File: config.mk
export PLATFORM = sky130hd
export DESIGN_NAME = scc_ctrl
export DESIGN_NICKNAME = d
export VERILOG_FILES = /design/src/hw/rtl/scc_pkg.sv /design/src/hw/rtl/scc_ctrl.sv
export SDC_FILE = /design/constraint.sdc
export NUM_CORES = 1
export LEC_CHECK = 0
export ABC_AREA = 1
export BUFFER_PORTS_ARGS = -buffer_cell sky130_fd_sc_hd__buf_4
export CAP_MARGIN = 25
export CORE_AREA = 3 3 40 42
export CTS_CLUSTER_SIZE = 10
export DETAILED_ROUTE_END_ITERATION = 16
export DIE_AREA = 0 0 43 45
export SETUP_SLACK_MARGIN = 0.15
export SLEW_MARGIN = 20
export SYNTH_ARGS = -nofsm -noshare
export SYNTH_HDL_FRONTEND = slang
export SYNTH_SLANG_ARGS = --single-unit
File: constraint.sdc
create_clock -name clk -period 1.35 [get_ports clk]
set_input_delay 0.27 -clock clk [delete_from_list [all_inputs] [get_ports clk]]
set_output_delay 0.27 -clock clk [all_outputs]
set_load 0.02 [all_outputs]
File: src/hw/rtl/scc_pkg.sv
// ----------------------------------------------------------------------------
// scc_pkg
// Shared defaults and the controller/datapath command and status types.
// ----------------------------------------------------------------------------
`default_nettype none

package scc_pkg;

    localparam int DEF_MAX_NODES = 256;
    localparam int DEF_MAX_ARCS  = 512;

    typedef struct packed {
        logic edge_first;
        logic edge_second;
        logic count_init;
        logic rev_init;
        logic v_inc;
        logic walk_start_v;
        logic walk_start_f;
        logic arc_read;
        logic push;
        logic idx_inc;
        logic pop;
        logic load;
        logic fin_read;
    } scc_cmd_t;

    typedef struct packed {
        logic edge_bad;
        logic scan_end;
        logic v_seen;
        logic idx_end;
        logic arc_hit;
        logic sp_last;
        logic fd_zero;
        logic node_seen;
        logic fwd;
    } scc_stat_t;

endpackage

`default_nettype wire

File: src/hw/rtl/scc_ctrl.sv
// ----------------------------------------------------------------------------
// scc_ctrl
// Sequencer for edge loading and the two depth-first passes.
// ----------------------------------------------------------------------------
`default_nettype none

module scc_ctrl (
    input  wire logic               clk,
    input  wire logic               rst_n,
    input  wire logic               in_valid,
    output logic                    in_stall,
    input  wire logic               mode,
    input  wire logic               directed,
    input  wire logic               out_busy,
    input  wire scc_pkg::scc_stat_t stat,
    output scc_pkg::scc_cmd_t       cmd,
    output logic                    done
);

    localparam logic [3:0] S_IDLE  = 4'd0;
    localparam logic [3:0] S_EDGE2 = 4'd1;
    localparam logic [3:0] S_FSCAN = 4'd2;
    localparam logic [3:0] S_ISSUE = 4'd3;
    localparam logic [3:0] S_CHECK = 4'd4;
    localparam logic [3:0] S_POP   = 4'd5;
    localparam logic [3:0] S_LOAD  = 4'd6;
    localparam logic [3:0] S_RSCAN = 4'd7;
    localparam logic [3:0] S_RPOP  = 4'd8;

    logic [3:0] state_reg;
    logic [3:0] state_next;
    logic       take;

    assign in_stall = (state_reg != S_IDLE) || (out_busy && mode);
    assign take     = in_valid && !in_stall;

    always_comb
    begin
        cmd        = '0;
        done       = 1'b0;
        state_next = state_reg;
        case (state_reg)
            S_IDLE:
            begin
                if (take)
                begin
                    if (!mode)
                    begin
                        cmd.edge_first = 1'b1;
                        if (!stat.edge_bad && !directed)
                        begin
                            state_next = S_EDGE2;
                        end
                    end
                    else
                    begin
                        cmd.count_init = 1'b1;
                        state_next     = S_FSCAN;
                    end
                end
            end
            S_EDGE2:
            begin
                cmd.edge_second = 1'b1;
                state_next      = S_IDLE;
            end
            S_FSCAN:
            begin
                if (stat.scan_end)
                begin
                    cmd.rev_init = 1'b1;
                    state_next   = S_RSCAN;
                end
                else if (stat.v_seen)
                begin
                    cmd.v_inc = 1'b1;
                end
                else
                begin
                    cmd.walk_start_v = 1'b1;
                    state_next       = S_ISSUE;
                end
            end
            S_ISSUE:
            begin
                if (stat.idx_end)
                begin
                    state_next = S_POP;
                end
                else
                begin
                    cmd.arc_read = 1'b1;
                    state_next   = S_CHECK;
                end
            end
            S_CHECK:
            begin
                if (stat.arc_hit)
                begin
                    cmd.push = 1'b1;
                end
                else
                begin
                    cmd.idx_inc = 1'b1;
                end
                state_next = S_ISSUE;
            end
            S_POP:
            begin
                cmd.pop = 1'b1;
                if (stat.sp_last)
                begin
                    state_next = stat.fwd ? S_FSCAN : S_RSCAN;
                end
                else
                begin
                    state_next = S_LOAD;
                end
            end
            S_LOAD:
            begin
                cmd.load   = 1'b1;
                state_next = S_ISSUE;
            end
            S_RSCAN:
            begin
                if (stat.fd_zero)
                begin
                    done       = 1'b1;
                    state_next = S_IDLE;
                end
                else
                begin
                    cmd.fin_read = 1'b1;
                    state_next   = S_RPOP;
                end
            end
            S_RPOP:
            begin
                if (stat.node_seen)
                begin
                    state_next = S_RSCAN;
                end
                else
                begin
                    cmd.walk_start_f = 1'b1;
                    state_next       = S_ISSUE;
                end
            end
            default:
            begin
                state_next = S_IDLE;
            end
        endcase
    end

    always_ff @(posedge clk or negedge rst_n)
    begin
        if (!rst_n)
        begin
            state_reg <= S_IDLE;
        end
        else
        begin
            state_reg <= state_next;
        end
    end

endmodule

`default_nettype wire

# ---- After elaboration in Yosys (flattened, before gate mapping)
# Cells that the tools add are included.
dict set report totals {
  reg_bits 4
  word_cells 59
}
dict set report op_classes {
  n_mux 36
  eq_ne 11
  n_reduce_logical 11
}
# cell n
set ops {}
lappend ops {{one-hot mux 4 bit (7 select lines)} 1}
lappend ops {{two-way mux 4 bit} 6}
lappend ops {{two-way mux 1 bit} 23}
lappend ops {{equality test 4 x 3 -> 1 bit (second input constant)} 4}
lappend ops {{two-way mux 3 bit} 4}
lappend ops {{equality test 4 x 2 -> 1 bit (second input constant)} 2}
lappend ops {{inequality test 3 bit (second input constant)} 2}
lappend ops {{equality test 4 x 1 -> 1 bit (second input constant)} 1}
lappend ops {{equality test 4 bit (second input constant)} 1}
lappend ops {{zero test 4 bit} 1}
lappend ops {{two-way mux 2 bit} 2}
lappend ops {{nonzero test 4 bit} 1}
lappend ops {{logical AND 1 bit} 3}
lappend ops {{zero test 1 bit} 3}
lappend ops {{AND reduction 3 bit} 1}
lappend ops {{inequality test 2 bit (second input constant)} 1}
lappend ops {{OR reduction 2 bit} 1}
lappend ops {{logical OR 1 bit} 1}

# ---- Depth between registers and ports, before layout
dict set report logic_depth {
  depth_word 6
  depth_mapped 8
}

# ---- Worst setup path before layout
# No wires, ideal clock.
dict set report synth_timing {
  kind {register to output}
  start {reg state_reg[3]}
  end {out cmd[10] (netlist bit)}
  required_time_ns 1.080
  path_slack_ns -0.288
  path_buffers 0
  arrival_ns 1.368
  stages_incl_launch_ff 6
  path_cell_list {dfrtp_1 inv_1 nand2_1 nor2_1 nand2_1 nor3_1}
}
# item line_no
set synth_lines {}
lappend synth_lines {{start: declaration} scc_ctrl.sv:30} ;# logic [3:0] state_reg;
lappend synth_lines {{start signal: assignment} scc_ctrl.sv:165} ;# state_reg <= state_next;
lappend synth_lines {{end: declaration} scc_ctrl.sv:16} ;# output scc_pkg::scc_cmd_t cmd,

==> results.py <==
metrics = {
    "route": {
        "drt-initial-drc-count": 8,
        "viasPerCell": 4.65,
        "remaining_drc_errors": 0,
        "wl_per_cell_um": 11.4,
        "ant_nets": 0,
        "route.final.wire_length_um": 1680,
        "vias": 684,
        "drt_pre_antenna_iters": 4,
    },
    "placed_design": {
        "dp.cells": 134,
        "place_congestion": 0.727,
        "dp_hpwl_um": 1180,
        "port_buffers": 29,
    },
    "cts": {
        "clk_latency_ns": 0.23,
        "htreeDepth": 1,
        "cts_buffer_depth": 2,
        "cts.sinks": 4,
        "clk_pin_slew_worst_paths_ns": 0.04,
        "cts_buffers": 3,
        "cts_tree": "yes",
        "root_buffer": "clkbuf_4",
    },
    "die": {
        "io_pins": 30,
        "dieArea_sq_um": 1940,
        "rows": 13,
        "die_y_um": 45,
        "die_x_um": 43,
        "core_sq_um": 1280,
        "initial_core_util": 0.317,
    },
    "synth": {
        "synth.yosys.seq_area_share": 0.245,
        "synth.distinct_cells": 10,
        "synth.largest_area_cell": "dfrtp_1",
        "synthesis.area_sq_um": 408,
        "synth.top_cell.area_share": 0.245,
        "synth-seq-cells": 4,
        "synth.area.top_cells": "dfrtp_1, nand2_1, nor2_1",
        "yosys_warnings": 0,
        "avgSynthCellArea_sq_um": 5.23,
        "syn_nets": 93,
        "syn_inst": 78,
    },
    "global_routing": {
        "grt_usage": 0.159,
        "grt-ovfl-total": 0,
        "antenna_found_initial": 0,
        "busiest_layer": "met2",
        "met3_usage": 0.0120,
        "use_met1": 0.187,
        "grt_max_degree": 6,
        "grtUsageMet2": 0.320,
        "grt_pass1_vias": 643,
        "grt_pass1_wl_um": 2410,
    },
    "sta": {
        "fmax_mhz": 640,
        "period_minus_slack_ns": 1.56,
        "fin_setup_tns_ns": -2.43,
        "finalSetupViolCount": 17,
        "fin_ws_ns": -0.213,
        "slew_headroom": 0.837,
        "finalHoldViolations": 0,
        "finalCritPeriodShare": 1.16,
        "finClkSkew_ns": 0.00728,
        "rsz0062_at_grt": "yes",
        "worst_pin_slew_ns": 0.244,
        "maxSlewViolCount": 0,
    },
    "power_and_ir_drop": {
        "total_leakage_power_nw": 0.569,
        "vdd_ir_drop_max_v": 0.000980,
        "powerDensity_nw_per_um2": 1660,
    },
    "layout": {
        "finalNonFillerCells": 147,
        "largest_reg_flops": 4,
        "layout_commonest_cell": "buf_4",
        "final_core_util": 0.842,
        "syn_to_final_growth_pct": 165,
        "final_cell_mix": "buf_4, buf_6, nand2_1",
        "drive_gt1_frac": 0.712,
        "fin_nets": 149,
        "diodes": 0,
    },
    "worst_setup_path": {
        "cp-end-kind": "output port",
        "crit_type": "reg2out",
        "critical_path.max_fanout": 3,
        "r2r_start": "state_reg[2]",
        "worst-r2r-cell-count": 10,
        "crit_required_ns": 1.08,
        "start_kind": "register",
        "r2r_setup_slack_ns": -0.12,
        "endpoint": "cmd[6]",
        "arrival_ns": 1.29,
        "cp-startpoint": "state_reg[2]",
        "critical_path.reg2reg.endpoint": "state_reg[1]",
    },
    "status": {
        "violations": "negative setup slack",
        "status": "complete, but fails checks",
    },
    "hold_path": {
        "hold_path.class": "in2reg",
        "min_path_cells": 2,
    },
    "run": {
        "maxCapViolCount": 0,
    },
}
cells in the mapped netlist:
| cell type | count |
|---|---|
| a21oi_1 | 2 |
| dfrtp_1 | 4 |
| inv_1 | 15 |
| nand2_1 | 22 |
| nand3_1 | 7 |
| nor2_1 | 21 |
| nor2_2 | 1 |
| nor2_4 | 1 |
| nor3_1 | 4 |
| o211ai_1 | 1 |
routing by layer:
metal,up-vias,share of wire,wire (um)
li1,344,-,-
met1,317,0.38,634
met2,21,0.57,948
met3,2,0.042,70
met4,0,0.013,21
met5,-,0,0
metrics by stage:
| stage | worst slack, ns | power (mW) | hold WS, ns | cell area, sq um |
|---|---|---|---|---|
| floorplan | -0.0440 | 0.720 | -0.0256 | 468 |
| global placement | -0.0215 | 1.14 | 0.0662 | 795 |
| detailed placement | -0.0650 | 1.15 | 0.0678 | 795 |
| CTS | -0.199 | 1.60 | 0.226 | 985 |
| global route | -0.262 | 1.92 | 0.215 | 1080 |
| finish | -0.213 | 1.79 | 0.225 | 1080 |
layout make-up:
class / instances / area [sq um]
inverters: 15 / 58.8
flip-flops and latches: 4 / 103
clock buffers: 3 / 22.5
multi-input cells: 59 / 423
repair buffers: 51 / 457
well taps: 15 / 18.8
fillers: 70 / 203
kinds of logic (layout without fill, tap and decap cells):
kind of cell,count (synthesis),after routing,synth area share
compound gates,3,3,0.0430
buf+inv,15,69,0.138
flops,4,4,0.245
simple gates,56,56,0.574
power by group:
group          leakage, nW  switching [mW]  internal, mW
registers           0.0493          0.0422         0.163
clock network       0.0138          0.0452        0.0992
logic                0.506           0.746         0.696
how the worst min path moves through the flow:
stage | endpoint | from | slack (ns)
finish | state_reg[3] | stat[2] | 0.23
global route | state_reg[3] | stat[2] | 0.21
CTS | state_reg[3] | stat[2] | 0.23
detailed placement | state_reg[1] | rst_n | 0.07
global placement | state_reg[0] | rst_n | 0.07
floorplan | state_reg[0] | rst_n | -0.03
critical path: stages, from the launching register on:
cell and delay, ns:
dfrtp_2 0.43, inv_2 0.09, buf_6 0.09, nand2_2 0.05, nor2_4 0.12, inv_2 0.06
nor2_4 0.10, buf_6 0.12
timing repair:
item / CTS / global route
resized for setup: 40 / 18
hold endpoints to repair: 4 / 0
endpoints found under the setup margin: 17 / 18
pin swaps: 14 / 6
hold buffers: 1 / 0
buffers inserted: 4 / 5
No activity file was read; power rests on OpenSTA's default activity.
